===== src/hw/rtl/rcv_queue.sv =====
module rcv_queue #(
   parameter int DATA_W = 8
) (
   input  logic              clock,
   input  logic              reset,
   input  logic              push,
   input  logic [DATA_W-1:0] push_data,
   output logic              full,
   input  logic              pop,
   output logic              pop_valid,
   output logic [DATA_W-1:0] pop_data
);

   localparam int DEPTH = 4;
   localparam int PTR_W = $clog2(DEPTH);

   logic [DATA_W-1:0] slot_ff [DEPTH];
   logic [PTR_W-1:0]  wr_ptr_ff, rd_ptr_ff;
   logic [PTR_W:0]    count_ff;
   logic              do_push, do_pop;

   assign full      = (count_ff == (PTR_W+1)'(DEPTH));
   assign pop_valid = (count_ff != '0);
   assign pop_data  = slot_ff[rd_ptr_ff];
   assign do_push   = push && !full;
   assign do_pop    = pop && pop_valid;

   always_ff @(posedge clock) begin
      if (do_push) begin
         slot_ff[wr_ptr_ff] <= push_data;
      end
   end

   always_ff @(posedge clock) begin
      if (reset) begin
         wr_ptr_ff <= '0;
         rd_ptr_ff <= '0;
         count_ff  <= '0;
      end else begin
         if (do_push) begin
            wr_ptr_ff <= wr_ptr_ff + PTR_W'(1);
         end
         if (do_pop) begin
            rd_ptr_ff <= rd_ptr_ff + PTR_W'(1);
         end
         count_ff <= count_ff + (PTR_W+1)'(do_push) - (PTR_W+1)'(do_pop);
      end
   end

endmodule


===== config.mk =====
export PLATFORM = sky130hd
export DESIGN_NAME = rcv_queue
export DESIGN_NICKNAME = d
export VERILOG_FILES = /design/src/hw/rtl/rcv_queue.sv
export SDC_FILE = /design/constraint.sdc
export NUM_CORES = 1
export LEC_CHECK = 0
export BUFFER_PORTS_ARGS = -buffer_cell sky130_fd_sc_hd__buf_2
export CAP_MARGIN = 20
export CORE_MARGIN = 2
export CORE_UTILIZATION = 23
export CTS_CLUSTER_SIZE = 24
export DETAILED_ROUTE_END_ITERATION = 16
export PLACE_DENSITY = 0.35
export SYNTH_ARGS = -nofsm -noshare
export SYNTH_HDL_FRONTEND = slang
export SYNTH_SLANG_ARGS = --single-unit
export TNS_END_PERCENT = 20

===== constraint.sdc =====
create_clock -name clock -period 4.73 [get_ports clock]
set_input_delay 0.473 -clock clock [delete_from_list [all_inputs] [get_ports clock]]
set_output_delay 0.473 -clock clock [all_outputs]
set_load 0.01 [all_outputs]

Word-level counts from Yosys, hierarchy flattened
Memories as Yosys holds them, arrays and structs flattened. A register that Yosys moved wholly into a read port is not among the register bits.
Cells that the tools add are included.
- register bits after elaboration: 7
- RAM bits: 32
- input port bits: 12
- output and inout port bits: 10
- word-level logic and storage cells: 17
- memories: 1
- add/sub/neg operators: 4
- eq/ne operators: 1
- muxes and demuxes: 4
- reductions and logical operators: 4
- memories (name ; words ; bits a word ; rd ports ; clocked after Yosys merged registers in ; wr ports ; line ; source):
    slot_ff ; 4 ; 8 ; 1 ; 1 ; 1 ; 17 ; logic [DATA_W-1:0] slot_ff [DEPTH];
- operator list (kind ; number):
    adder 2 x 1 -> 2 bit (second input constant) ; 2
    two-way mux 2 bit ; 2
    adder 3 x 1 -> 3 bit ; 1
    == test 3 bit (second input constant) ; 1
    nonzero test 3 bit ; 1
    subtractor 3 x 1 -> 3 bit ; 1
    logical AND 1 bit ; 2
    two-way mux 1 bit ; 2
    zero test 1 bit ; 1

Longest topological paths before layout
- word-level depth: 5
- gate-level depth with buffers: 11
- gate-level depth less buffers: 11

Least setup slack after synthesis
OpenSTA, ideal clock, no wires.
- path kind: register to register
- start: register count_ff[1]
- end: register count_ff[2]
- setup time: 0.078 ns
- arrival: 2.053 ns
- path slack: 2.599 ns
- stages on the path, launching flop included: 12
- path buffers: 0
- cell sequence: dfxtp_1 nor3b_2 nor2_2 inv_1 ha_1 inv_1 ha_1 inv_1 fa_1 xor2_1 and2_1 nor3_1
- word-level cells in the longest chain between the ends: 5
- elaborated cells on any way between the ends: 7
- those cells by class: add/sub (2); eq/ne (1); reduce/logical (4)
- ends and longest elaborated chain (element ; line ; source):
    start, declared ; 19 ; logic [PTR_W:0] count_ff;
    start signal, assigned ; 46 ; count_ff <= count_ff + (PTR_W+1)'(do_push) - (PTR_W+1)'(do_pop);
    == test 3 bit ; 22 ; assign full = (count_ff == (PTR_W+1)'(DEPTH));
    via full ; 8 ; output logic full,
    zero test 1 bit ; 25 ; assign do_push = push && !full;
    logical AND 1 bit ; 25 ;
    adder 3 x 1 -> 3 bit ; 46 ;
    subtractor 3 x 1 -> 3 bit ; 46 ;
The timed path passes the listed nets, and every way through them passes these cells.
A chain may end at the register's enable or synchronous reset.

Worst setup path after layout
- start: register count_ff[1]
- end: register count_ff[2]
- word-level cells in the longest chain between the ends: 5
- elaborated cells on any way between the ends: 7
- those cells by class: add/sub (2); eq/ne (1); reduce/logical (4)
- ends and longest elaborated chain (element ; line):
    == test 3 bit ; 22
    zero test 1 bit ; 25
    logical AND 1 bit ; 25
    adder 3 x 1 -> 3 bit ; 46
    subtractor 3 x 1 -> 3 bit * ; 46
Every way passes the cells marked *; elsewhere a longest branch is shown, timed or not.

==> impl_results.md <==
- Warnings, synthesis: 0
- Pwr Density: 530 nW/um^2
- Crit. End Element: flip-flop
- Hold WC Path Type: in2reg
- GP Congestion: 0.674
- Netlist cell types: 25
- Post-CTS Setup Repair Bufs: 0
- Area grow syn2layout: 19.0%
- Sequential area share after synthesis: 69.9%
- Synth top area cells: edfxtp_1 (59%), dfxtp_1 (11%), mux4_2 (11%), ha_1 (4.6%), and2_1 (1.9%)
- Final setup vio count: 0
- Vias in the first global route: 868
- Input/output buffers: 21
- Cells after Synth: 91
- Critical path cell sequence: nor3b_2, nor2_2, inv_1, ha_1, inv_1, ha_1, inv_1, fa_1, xor2_1, and2_1, nor3_1
- Placed cell area: 1840 um^2
- Max VDD drop: 122 uV
- Tmin final: 2240 ps
- DIE HEIGHT: 88.3 um
- Max Buffers Root-to-Sink: 2
- Congestion Overflow GR: 0
- Clock Latency Late Sink: 290 ps
- Reg2Reg Depth: 11
- RR Startpoint: count_ff[1]
- CP Max Fanout: 7
- Reg2Reg Setup Slack: 2490 ps
- HP Start: push_data[5]
- CP most frequent cell: inv_1
- RSZ-0062 raised after global routing: false
- Run status: finished clean
- Top-count cell post-synth: edfxtp_1
- Vias post-DR: 816
- ANT cells: 0
- CP startpoint kind: flip-flop
- Fin crit share: 47.4%
- Leading area contributor after synthesis: edfxtp_1
- Clk slew on worst S/H paths: 80 ps
- Die width: 88.3 um
- Data required time at the worst endpoint: 4950 ps
- CTS-repair resized insts: 0
- Core outline area: 6830 um^2
- Worst hold endpoint: slot_ff[3][5]
- Setup CP Type: reg2reg
- # IOs: 22
- CP max stage delay: 470 ps
- Commonest cells post-synth: edfxtp_1 (32), dfxtp_1 (9), mux4_2 (8)
- WHS: 398 ps
- Share of cells above drive strength 1: 34.2%
- Static Leakage: 0.691 nW
- Initial antenna violation count: 0
- Most common flop cell mapped by yosys: edfxtp_1
- Cts bufs inserted: 5
- Worst hold path depth: 1
- # rows: 30
- Vias/cell: 3.83
- DIE AREA: 7790 um^2
- CTS HTree Levels: 2
- Worst R2R End: count_ff[2]
- Max stage delay cell, worst path: dfxtp_1
- DRC violations left: 0
- Fmax: 446 MHz
- Routed WL: 2.91 mm
- Root buffer cell: clkbuf_8
- Data arrival, critical path: 2460 ps
- Mean Syn Cell Area: 17.9 um^2
- Actual slew at the worst max-slew pin: 587 ps
- Pin count of the biggest net entering global routing: 14
- Synthesized area: 1630 um^2
- Final hold vios: 0
- Worst Skew: 4.20 ps
- Design area: 1940 um^2
- CTS tree: yes
- Setup TNS Final: 0 ps
- Post-synth EDFFs: 32
- HPWL Detailed: 2.03 mm
- Final Max Tran Viols: 0
- Max-slew headroom: 60.8%
- Clk sinks: 41
- MaxCap Viol Count: 0
- Initial core utilization: 23.9%
- Synth Register Bits: 41
- First-pass GRT wire length: 4.62 mm
- Ys async rst share: 0%
- GRT Total Usage: 8.50%
- Final #Nets: 135
- Hold buffers post-CTS: 0
- Synth top area share: 58.9%
- DRT Pass-1 Iters: 3
- Syn nets: 110
- Avg WL per Cell: 13.7 um
- Initial detailed-routing violation count: 28
- Final ANT Viol Nets: 0
state kept, by name (all words and copies together), names as in the netlist, named ones only:
name,cells
rd_ptr_ff,2
slot_ff,32
wr_ptr_ff,2
count_ff,3
cell type report:
cell class / instances / area (um^2)
Clock inverter: 2 / 35.0
Multi-Input combinational cell: 41 / 447
Sequential cell: 41 / 1140
Tap cell: 96 / 120
Clock buffer: 6 / 72.6
Timing Repair Buffer: 21 / 105
Fill cell: 703 / 4890
Inverter: 6 / 22.5
metal layers:
metal	global-route usage [%]	wire length, um	vias to the layer above
li1	-	-	388
met1	10.3	1360	406
met2	13.2	1370	18
met3	3.45	148	4
met4	4.13	37	0
met5	0	0	-
cells in the final DEF (no fill, tap or decap):
| master | synthesis | final |
|---|---|---|
| a21oi_1 | 1 | 1 |
| and2_1 | 5 | 5 |
| buf_2 | 0 | 21 |
| bufinv_16 | 0 | 1 |
| clkbuf_1 | 1 | 1 |
| clkbuf_8 | 0 | 5 |
| clkinv_2 | 0 | 1 |
| dfxtp_1 | 9 | 9 |
| edfxtp_1 | 32 | 32 |
| fa_1 | 1 | 1 |
| ha_1 | 6 | 6 |
| inv_1 | 6 | 6 |
| mux2i_1 | 1 | 1 |
| mux4_2 | 8 | 8 |
| nand2b_1 | 2 | 2 |
| nor2_1 | 5 | 5 |
| nor2_2 | 1 | 1 |
| nor2b_1 | 1 | 1 |
| nor3_1 | 1 | 1 |
| nor3b_2 | 1 | 1 |
| o21ai_0 | 1 | 1 |
| o311ai_1 | 1 | 1 |
| o31a_2 | 1 | 1 |
| or3_1 | 1 | 1 |
| or3_2 | 1 | 1 |
| xnor2_1 | 1 | 1 |
| xor2_1 | 2 | 2 |
worst max-delay path, delay by kind of cell, from the launching register on:
kind / cells / cell delay, ps
buf+inv: 3 / 170
flops: 1 / 470
simple gates: 4 / 590
fa+ha+maj: 3 / 780
xor+xnor: 1 / 160
power breakdown:
part | total (mW) | switching [mW] | leakage [nW] | internal (mW)
sequential | 0.501 | 0.0550 | 0.367 | 0.446
clock | 0.273 | 0.116 | 0.0552 | 0.157
combinational | 0.257 | 0.121 | 0.268 | 0.136
total | 1.03 | 0.292 | 0.691 | 0.738
worst max-delay path by stage:
stage | endpoint | cells past startpoint | slack, ps | startpoint
3_5_place_dp | count_ff[2] | 12 | 2420 | push
3_3_place_gp | count_ff[2] | 12 | 2490 | push
4_1_cts | count_ff[2] | 11 | 2450 | count_ff[1]
2_1_floorplan | count_ff[2] | 11 | 2600 | count_ff[1]
5_1_grt | count_ff[2] | 11 | 2210 | count_ff[1]
6_report | count_ff[2] | 11 | 2490 | count_ff[1]
logic make-up after synthesis:
group,after synthesis,share of synthesized area (%)
DFF,41,69.9
and+or+nand+nor,18,6.51
buffers and inverters,9,2.76
muxes,9,11.6
adders and majority gates,7,5.82
AOI/OAI and AO/OA,4,1.76
xor gates and xnor gates,3,1.61
metrics by stage:
step | util [%] | std cells | total power [mW] | setup WS (ps)
3_3_place_gp | 26.9 | 205 | 0.771 | 2490
3_5_place_dp | 26.9 | 205 | 0.777 | 2420
6_report | 28.4 | 213 | 1.03 | 2490
4_1_cts | 28.4 | 213 | 1.05 | 2450
2_1_floorplan | - | 91 | 0.686 | 2600
5_1_grt | 28.4 | 213 | 1.10 | 2210
Power figures use the tool's default switching activity.
