### config.mk
export PLATFORM = sky130hd
export DESIGN_NAME = rcv_front
export DESIGN_NICKNAME = d
export VERILOG_FILES = /design/src/hw/rtl/rcv_pkg.sv /design/src/hw/rtl/rcv_front.sv
export SDC_FILE = /design/constraint.sdc
export NUM_CORES = 1
export LEC_CHECK = 0
export BUFFER_PORTS_ARGS = -buffer_cell sky130_fd_sc_hd__buf_2
export CORE_MARGIN = 2
export CORE_UTILIZATION = 50
export DETAILED_ROUTE_END_ITERATION = 8
export PLACE_DENSITY_LB_ADDON = 0.1
export SLEW_MARGIN = 20
export SYNTH_ARGS = -nofsm -noshare
export SYNTH_HDL_FRONTEND = slang
export SYNTH_SLANG_ARGS = --single-unit
### constraint.sdc
create_clock -name clock -period 13 [get_ports clock]
set_input_delay 1.3 -clock clock [delete_from_list [all_inputs] [get_ports clock]]
set_output_delay 1.3 -clock clock [all_outputs]
set_load 0.02 [all_outputs]
### src/hw/rtl/rcv_pkg.sv
package rcv_pkg;

   localparam int FWID_W    = 11;
   localparam int HGT_W     = 13;
   localparam int ROW_W     = 12;
   localparam int MAX_HEIGHT = 4096;
   localparam int TAP_W     = 12;
   localparam int TAP_ROWS  = 3;
   localparam int TAP_ROW_W = 36;
   localparam int PIX_W     = 24;
   localparam int CSR_IDX_W = 3;
   localparam int CSR_DATA_W = 36;

   localparam logic REQ_PIXEL = 1'b0;
   localparam logic REQ_DRAIN = 1'b1;

   localparam logic [CSR_IDX_W-1:0] CSR_FRAME_WIDTH  = 3'd0;
   localparam logic [CSR_IDX_W-1:0] CSR_FRAME_HEIGHT = 3'd1;
   localparam logic [CSR_IDX_W-1:0] CSR_TAPS_TOP     = 3'd2;
   localparam logic [CSR_IDX_W-1:0] CSR_TAPS_MIDDLE  = 3'd3;
   localparam logic [CSR_IDX_W-1:0] CSR_TAPS_BOTTOM  = 3'd4;

   typedef struct packed {
      logic [PIX_W-1:0] pixel;
      logic             emit;
      logic [8:0]       tap_en;
      logic             frame_end;
   } cmd_type;

   localparam int CMD_W = $bits(cmd_type);

endpackage

### src/hw/rtl/rcv_front.sv
module rcv_front #(
   parameter int MAX_WIDTH = 1024
) (
   input  logic                        clock,
   input  logic                        reset,
   input  logic [rcv_pkg::FWID_W-1:0]  frame_width,
   input  logic [rcv_pkg::HGT_W-1:0]   frame_height,
   input  logic                        req_valid,
   output logic                        req_ready,
   input  logic                        req_type,
   input  logic [7:0]                  req_in_red,
   input  logic [7:0]                  req_in_green,
   input  logic [7:0]                  req_in_blue,
   input  logic                        q_full,
   output logic                        q_push,
   output logic [$clog2(MAX_WIDTH)-1:0] q_col,
   output rcv_pkg::cmd_type            q_cmd
);
   import rcv_pkg::*;

   localparam int COL_W = $clog2(MAX_WIDTH);
   localparam int WW    = COL_W + 1;
   localparam int CNT_W = COL_W + 2;

   logic [13:0]       w_full;
   logic [WW-1:0]     w_eff;
   logic [HGT_W-1:0]  h_eff;

   logic [COL_W-1:0]  in_col_ff, in_col_in, out_col_ff, out_col_in;
   logic [ROW_W-1:0]  in_row_ff, in_row_in, out_row_ff, out_row_in;
   logic [CNT_W-1:0]  lead_ff, lead_in, real_ff, real_in;

   logic [COL_W-1:0]  in_col_adv, out_col_adv;
   logic [ROW_W-1:0]  in_row_adv, out_row_adv;
   logic [CNT_W-1:0]  limit, lead_inc;
   logic              fire, do_push, emit, is_drain;
   logic [2:0]        row_ok, col_ok;
   logic [WW-1:0]     ox_x;
   logic [HGT_W-1:0]  oy_x;

   always_comb begin
      if (frame_width == '0) begin
         w_full = 14'd1;
      end else if ({3'b0, frame_width} > 14'(MAX_WIDTH)) begin
         w_full = 14'(MAX_WIDTH);
      end else begin
         w_full = {3'b0, frame_width};
      end
      w_eff = w_full[WW-1:0];
      if (frame_height == '0) begin
         h_eff = HGT_W'(1);
      end else if (frame_height > HGT_W'(MAX_HEIGHT)) begin
         h_eff = HGT_W'(MAX_HEIGHT);
      end else begin
         h_eff = frame_height;
      end
   end

   // raster advance with wrap at the effective size
   always_comb begin
      if ({1'b0, in_col_ff} + WW'(1) >= w_eff) begin
         in_col_adv = '0;
         in_row_adv = ({1'b0, in_row_ff} + HGT_W'(1) >= h_eff) ? '0 : in_row_ff + ROW_W'(1);
      end else begin
         in_col_adv = in_col_ff + COL_W'(1);
         in_row_adv = in_row_ff;
      end
      if ({1'b0, out_col_ff} + WW'(1) >= w_eff) begin
         out_col_adv = '0;
         out_row_adv = ({1'b0, out_row_ff} + HGT_W'(1) >= h_eff) ? '0 : out_row_ff + ROW_W'(1);
      end else begin
         out_col_adv = out_col_ff + COL_W'(1);
         out_row_adv = out_row_ff;
      end
   end

   assign req_ready = !q_full;
   assign fire      = req_valid && req_ready;
   assign is_drain  = (req_type == REQ_DRAIN);
   assign do_push   = !is_drain || (real_ff != '0);
   assign limit     = {1'b0, w_eff} + CNT_W'(1);
   assign lead_inc  = lead_ff + CNT_W'(1);
   assign emit      = do_push && (lead_inc > limit);

   // border test for the output position
   assign ox_x = {1'b0, out_col_ff};
   assign oy_x = {1'b0, out_row_ff};
   always_comb begin
      row_ok[0] = (oy_x + HGT_W'(1)) < h_eff;
      row_ok[1] = oy_x < h_eff;
      row_ok[2] = (oy_x != '0) && (oy_x <= h_eff);
      col_ok[0] = (ox_x + WW'(1)) < w_eff;
      col_ok[1] = ox_x < w_eff;
      col_ok[2] = (ox_x != '0) && (ox_x <= w_eff);
      for (int r = 0; r < 3; r++) begin
         for (int s = 0; s < 3; s++) begin
            q_cmd.tap_en[r*3+s] = row_ok[r] && col_ok[s];
         end
      end
      q_cmd.pixel     = is_drain ? '0 : {req_in_blue, req_in_green, req_in_red};
      q_cmd.emit      = emit;
      q_cmd.frame_end = (ox_x == w_eff - WW'(1)) && (oy_x == h_eff - HGT_W'(1));
   end

   assign q_push = fire && do_push;
   assign q_col  = in_col_ff;

   always_comb begin
      in_col_in  = in_col_ff;
      in_row_in  = in_row_ff;
      out_col_in = out_col_ff;
      out_row_in = out_row_ff;
      lead_in    = lead_ff;
      real_in    = real_ff;
      if (fire && do_push) begin
         in_col_in = in_col_adv;
         in_row_in = in_row_adv;
         if (emit) begin
            out_col_in = out_col_adv;
            out_row_in = out_row_adv;
            lead_in    = lead_ff;
            real_in    = is_drain ? real_ff - CNT_W'(1) : real_ff;
            // last waiting output flushed: restart input at output position
            if (is_drain && real_ff == CNT_W'(1)) begin
               in_col_in = out_col_adv;
               in_row_in = out_row_adv;
               lead_in   = '0;
            end
         end else begin
            lead_in = lead_inc;
            real_in = is_drain ? real_ff : real_ff + CNT_W'(1);
         end
      end
   end

   always_ff @(posedge clock) begin
      if (reset) begin
         in_col_ff  <= '0;
         in_row_ff  <= '0;
         out_col_ff <= '0;
         out_row_ff <= '0;
         lead_ff    <= '0;
         real_ff    <= '0;
      end else begin
         in_col_ff  <= in_col_in;
         in_row_ff  <= in_row_in;
         out_col_ff <= out_col_in;
         out_row_ff <= out_row_in;
         lead_ff    <= lead_in;
         real_ff    <= real_in;
      end
   end

endmodule

# Word-level counts from Yosys, hierarchy flattened
# Cells that the tools add are included.
[classes]
addsub = 12
magnitude_cmp = 12
n_eq_ne = 6
n_mux = 15
reduce_logical = 28
[op_table]
columns = ["operator", "count"]
rows = [
  ["two-way mux 12 bit", 6],
  ["two-way mux 10 bit", 4],
  ["adder 12 x 1 -> 12 bit (second input constant)", 3],
  ["two-way mux 13 bit", 2],
  ["two-way mux 24 bit", 1],
  ["adder 10 x 1 -> 11 bit (second input constant)", 2],
  ["greater-or-equal comparator 11 bit", 2],
  ["two-way mux 11 bit", 2],
  ["adder 10 x 1 -> 10 bit (second input constant)", 2],
  ["logical AND 1 bit", 16],
  ["adder 12 x 1 -> 13 bit (second input constant)", 1],
  ["== test 12 x 13 -> 1 bit", 1],
  ["greater-or-equal comparator 13 bit", 1],
  ["greater-than comparator 13 bit (second input constant)", 1],
  ["<= comparator 12 x 13 -> 1 bit", 1],
  ["logical NOT 13 bit", 1],
  ["< comparator 12 x 13 -> 1 bit", 1],
  ["< comparator 13 bit", 1],
  ["nonzero test 13 bit", 1],
  ["subtractor 13 x 1 -> 13 bit (second input constant)", 1],
  ["adder 11 x 1 -> 12 bit (second input constant)", 1],
  ["== test 12 x 1 -> 1 bit (second input constant)", 1],
  ["greater-than comparator 12 bit", 1],
  ["nonzero test 12 bit", 1],
  ["other kinds (15)", 19],
]
[totals]
regBits = 56
in_bits = 53
output_inout_bits = 47
wordCells = 78

# Logic depth before layout (Yosys ltp)
[depth]
word_depth = 8
mapped_depth = 19
ltp_nobuf = 16

# Least setup slack after synthesis
# No wires, ideal clock.
[synth_timing]
path_kind = "input -> output"
start = "input frame_width[6] in the netlist's numbering"
end = "output q_cmd[10] in the netlist's numbering"
arrival_time_ns = 4.979
t_required_ns = 11.700
path_slack_ns = 6.721
path_stages = 17
n_path_buf = 3
cell_sequence = "clkbuf_1 > nor3_1 > nand4_1 > a21oi_1 > ha_1 > and3_1 > and3_1 > nand4_1 > xnor2_1 > ha_1 > a21oi_1 > o21ai_0 > a2111oi_4 > a21o_1 > buf_1 > nor2_1 > buf_4"
[synth_via]
elab_chain_len = 6
word_cells_on_any_way = 7
cone_classes = "1 x add/sub; 2 x order compare; 2 x mux; 2 x reduce/logical"
[synth_rtl]
columns = ["element", "line", "source"]
rows = [
  ["from (decl)", "rcv_front.sv:6", "input logic [rcv_pkg::FWID_W-1:0] frame_width,"],
  ["greater-than comparator 11 bit", "rcv_front.sv:44", "end else if ({3'b0, frame_width} > 14'(MAX_WIDTH)) begin"],
  ["two-way mux 11 bit", "rcv_front.sv:44", ""],
  ["two-way mux 11 bit *", "rcv_front.sv:42", "if (frame_width == '0) begin"],
  ["adder 11 x 1 -> 12 bit *", "rcv_front.sv:81", "assign limit = {1'b0, w_eff} + CNT_W'(1);"],
  ["greater-than comparator 12 bit *", "rcv_front.sv:83", "assign emit = do_push && (lead_inc > limit);"],
  ["logical AND 1 bit *", "rcv_front.sv:83", ""],
  ["to (decl)", "rcv_front.sv:17", "output rcv_pkg::cmd_type q_cmd"],
]
# Mark *: on every way between the ends. The rest lies on a longest branch, timed or not.

==> impl_metrics.env <==
export IMPL_power_ir_vdd_worst_mv=0.05683
export IMPL_synth_warning_count=0
export IMPL_drt_vias_per_instance=6.045
export IMPL_grt_remaining_overflow=0
export IMPL_grt_start_max_net_pins=46
export IMPL_max_clock_path_buffers=2
export IMPL_max_cap_violations=0
export IMPL_drtPass1Iterations=5
export IMPL_clock_sinks=56
export IMPL_min_delay_worst_endpoint="lead_ff[11]$_SDFFE_PP0P_"
export IMPL_initial_core_util_pct=50.73
export IMPL_total_leakage_power_nw=3.254
export IMPL_worst_path_dominant_cell_family="compound AO/OA/AOI/OAI gates"
export IMPL_drv_slew=0
export IMPL_synth_seq_area_share_pct=16.89
export IMPL_area_leader_netlist="sky130_fd_sc_hd__dfxtp_1"
export IMPL_die_height_microns=119.2
export IMPL_antenna_violating_nets_post_route=0
export IMPL_period_minus_slack_ns=6.866
export IMPL_antenna_found_initial=0
export IMPL_run_status="complete, no violations"
export IMPL_layout_cell_area_non_filler_sq_mm=0.007322
export IMPL_aggregate_global_route_resource_usage_pct=26.25
export IMPL_cp_end_kind="output pin"
export IMPL_via_count_of_the_first_global_routing_pass=6247
export IMPL_totalNegativeSetupSlack_ns=0
export IMPL_final_layout_size_suffix_gt1_share_pct=14.33
export IMPL_numPlacedInstances=1110
export IMPL_timing_hold_worst_path_depth=1
export IMPL_grt_pass1_wl_mm=30.65
export IMPL_detailed_place_area_sq_mm=0.007169
export IMPL_gpl_final_weighted_congestion=0.8955
export IMPL_mappedNetlistArea_sq_mm=0.006638
export IMPL_cp_max_fo=13
export IMPL_synth_seq_cells=56
export IMPL_routed_wl_mm=18.57
export IMPL_worst_margin_slew_ns=0.8855
export IMPL_finalPower_mw=0.4240
export IMPL_placementRows=42
export IMPL_slew_headroom_pct=40.47
export IMPL_insertion_delay_ns=0.31
export IMPL_antennaDiodeCount=0
export IMPL_r2r_start="out_row_ff[1]$_SDFFE_PP0P_"
export IMPL_fin_crit_sh_pct=52.81
export IMPL_yosys_most_used_dff="sky130_fd_sc_hd__dfxtp_1"
export IMPL_startpoint_type="primary input"
export IMPL_port_buffers=99
export IMPL_holdCritPathClass="reg -> reg"
export IMPL_power_density_over_cell_area_mw_per_mm2=57.91
export IMPL_cts_clk_slew_worst_paths_ns=0.08
export IMPL_setup_violations=0
export IMPL_cts_tree="done"
export IMPL_timing_critical_path_slowest_cell_delay_ns=0.51
export IMPL_worstHoldStart="lead_ff[11]$_SDFFE_PP0P_"
export IMPL_clock_skew_final_ns=0.01303
export IMPL_post_cts_setup_buffer_count=0
export IMPL_area_enclosed_by_the_die_boundary_sq_mm=0.01421
export IMPL_cts_max_level=2
export IMPL_cts_made_buffers=5
export IMPL_area_growth_syn_to_layout_pct=10.31
export IMPL_fin_nets=1075
export IMPL_synth_enable_flop_cells=0
export IMPL_fill_count=1294
export IMPL_synth_fp_nets=1014
export IMPL_max_clock_freq_mhz=145.7
export IMPL_final_common_cell="sky130_fd_sc_hd__buf_2"
export IMPL_post_cts_hold_buffer_count=0
export IMPL_place_detailed_hpwl_mm=14.40
export IMPL_postSynthCellCount=880
export IMPL_die_width_microns=119.2
export IMPL_hold_viol_final=0
export IMPL_arrival_ns=5.57
export IMPL_worstRegToRegCells=14
export IMPL_cts_resized=0
export IMPL_crit_path_top_delay_cell="sky130_fd_sc_hd__a21o_1"
export IMPL_synth_avg_cell_area_sq_um=7.543
export IMPL_drt_iter0_markers=731
export IMPL_cts_root_buffer="sky130_fd_sc_hd__clkbuf_16"
export IMPL_floorplan_core_area_sq_mm=0.01309
export IMPL_ys_top_cells_by_area="sky130_fd_sc_hd__dfxtp_1 (17%), sky130_fd_sc_hd__ha_1 (15%), sky130_fd_sc_hd__a21oi_1 (4.8%)"
export IMPL_cp_required_ns=11.70
export IMPL_post_layout_nonfiller_instances=1118
export IMPL_num_io_pins=100
export IMPL_finalCoreUtilization_pct=55.96
export IMPL_worst_r2r_setup_slack_ns=8.74
export IMPL_grt_setup_unrepaired="no"
export IMPL_regToRegEndpoint="out_row_ff[4]$_SDFFE_PP0P_"
export IMPL_criticalPathCategory="in -> out"
export IMPL_num_vias=6758
export IMPL_drcViolationCount=0
export IMPL_crit_buf_inv=2
export IMPL_proportion_of_synthesized_flip_flops_having_asynchronous_set_or_reset_pct=0
export IMPL_routed_length_per_placed_instance_microns=16.61
export IMPL_synth_cell_types=79
export IMPL_yosys_area_top_type_share_pct=16.89
export IMPL_cp_cell_sequence="buf_2, nor3_1, nand4_1, a21oi_1, ha_1, and3_1, and3_1, nand4_1, xnor2_1, ha_1, a21oi_1, o21ai_0, a2111oi_4, a21o_1, nor2_1, buf_2"
export IMPL_leading_cell_types_in_the_layout_fill_and_taps_excluded="sky130_fd_sc_hd__buf_2 (99), sky130_fd_sc_hd__ha_1 (81), sky130_fd_sc_hd__nor2_1 (64)"
-- power breakdown --
part	internal (mW)	leakage [nW]	switching, mW	total, mW
Sequential	0.173	0.452	0.00178	0.174
Combinational	0.0388	2.73	0.0658	0.105
Clock	0.0774	0.0772	0.0678	0.145
Total	0.289	3.25	0.135	0.424
-- cell usage after synthesis, drive strengths merged, types with 7 or more instances --
cell type	instances
ha	81
nor2	65
a21oi	63
nand2	59
dfxtp	56
o21ai	49
nor2b	41
nor3	41
nand3	39
clkbuf	36
xor2	32
inv	30
and3	29
xnor2	28
nand4	19
nor4	16
buf	12
a21o	11
and2	11
and4	11
nand3b	11
a22o	10
nand2b	10
a31oi	9
o21a	9
mux2	7
-- worst max-delay path by stage --
stage / to / depth (start not counted) / slack, ns / startpoint
2_1_floorplan: q_cmd[10] / 17 / 6.72 / frame_width[6]
3_3_place_gp: q_cmd[10] / 16 / 6.27 / frame_width[5]
3_5_place_dp: q_cmd[10] / 16 / 6.18 / frame_width[5]
4_1_cts: q_cmd[10] / 16 / 6.17 / frame_width[5]
5_1_grt: q_cmd[10] / 16 / 5.74 / frame_width[5]
6_report: q_cmd[10] / 16 / 6.13 / frame_width[5]
-- metal layers --
metal,vias to the layer above,GRT usage [%],share of wire [%],wire length [microns]
met4,0,8.259,2.1,391
met1,3101,37.05,48,8865
li1,3368,-,-,-
met5,-,0,0,0
met3,30,4.023,6.7,1248
met2,259,40.98,43,8061
-- worst reg2reg max path, stage by stage, from the launching register on --
cell and delay (ns):
sky130_fd_sc_hd__dfxtp_1 0.44, sky130_fd_sc_hd__ha_1 0.26, sky130_fd_sc_hd__and3_1 0.26, sky130_fd_sc_hd__and3_1 0.29, sky130_fd_sc_hd__and3_1 0.27, sky130_fd_sc_hd__and3_1 0.27, sky130_fd_sc_hd__xor2_1 0.09, sky130_fd_sc_hd__ha_1 0.22
sky130_fd_sc_hd__or4_1 0.51, sky130_fd_sc_hd__nor3_1 0.26, sky130_fd_sc_hd__a31oi_1 0.13, sky130_fd_sc_hd__buf_4 0.20, sky130_fd_sc_hd__nor4_2 0.67, sky130_fd_sc_hd__nand3b_1 0.16, sky130_fd_sc_hd__a21oi_1 0.17
-- flip-flops by register name, summed over array words and instances, names as in the netlist --
name / count
out_row_ff: 12
real_ff: 12
q_col: 10
lead_ff: 12
out_col_ff: 10
-- logic make-up (layout without fill, tap and decap cells) --
kind of cell	Yosys count	after routing	share of synthesized area, %
adders and majority gates	81	81	15.27
xor gates and xnor gates	60	60	7.917
DFF	56	56	16.89
AOI/OAI and AO/OA	209	209	21.02
buffers and inverters	78	140	4.807
muxes	12	12	1.942
and+or+nand+nor	383	383	32.10
other	1	1	0.05650
-- through the flow --
stage	setup WS [ns]	hold WS, ns
floorplan	6.721	0.4631
global placement	6.271	0.4796
detailed placement	6.176	0.4846
CTS	6.170	0.5043
global route	5.739	0.5333
finish	6.134	0.5049
-- layout make-up --
type | count | area (sq um) | share of cell area (%)
repair buffers | 102 | 518.0 | 7.075
inverters | 30 | 112.6 | 1.538
well taps | 176 | 220.2 | 3.008
clock inverters | 2 | 13.76 | 0.1880
multi-input cells | 746 | 5197 | 70.98
flip-flops and latches | 56 | 1121 | 15.31
clock buffers | 6 | 138.9 | 1.897
No activity file was read; power rests on OpenSTA's default activity.
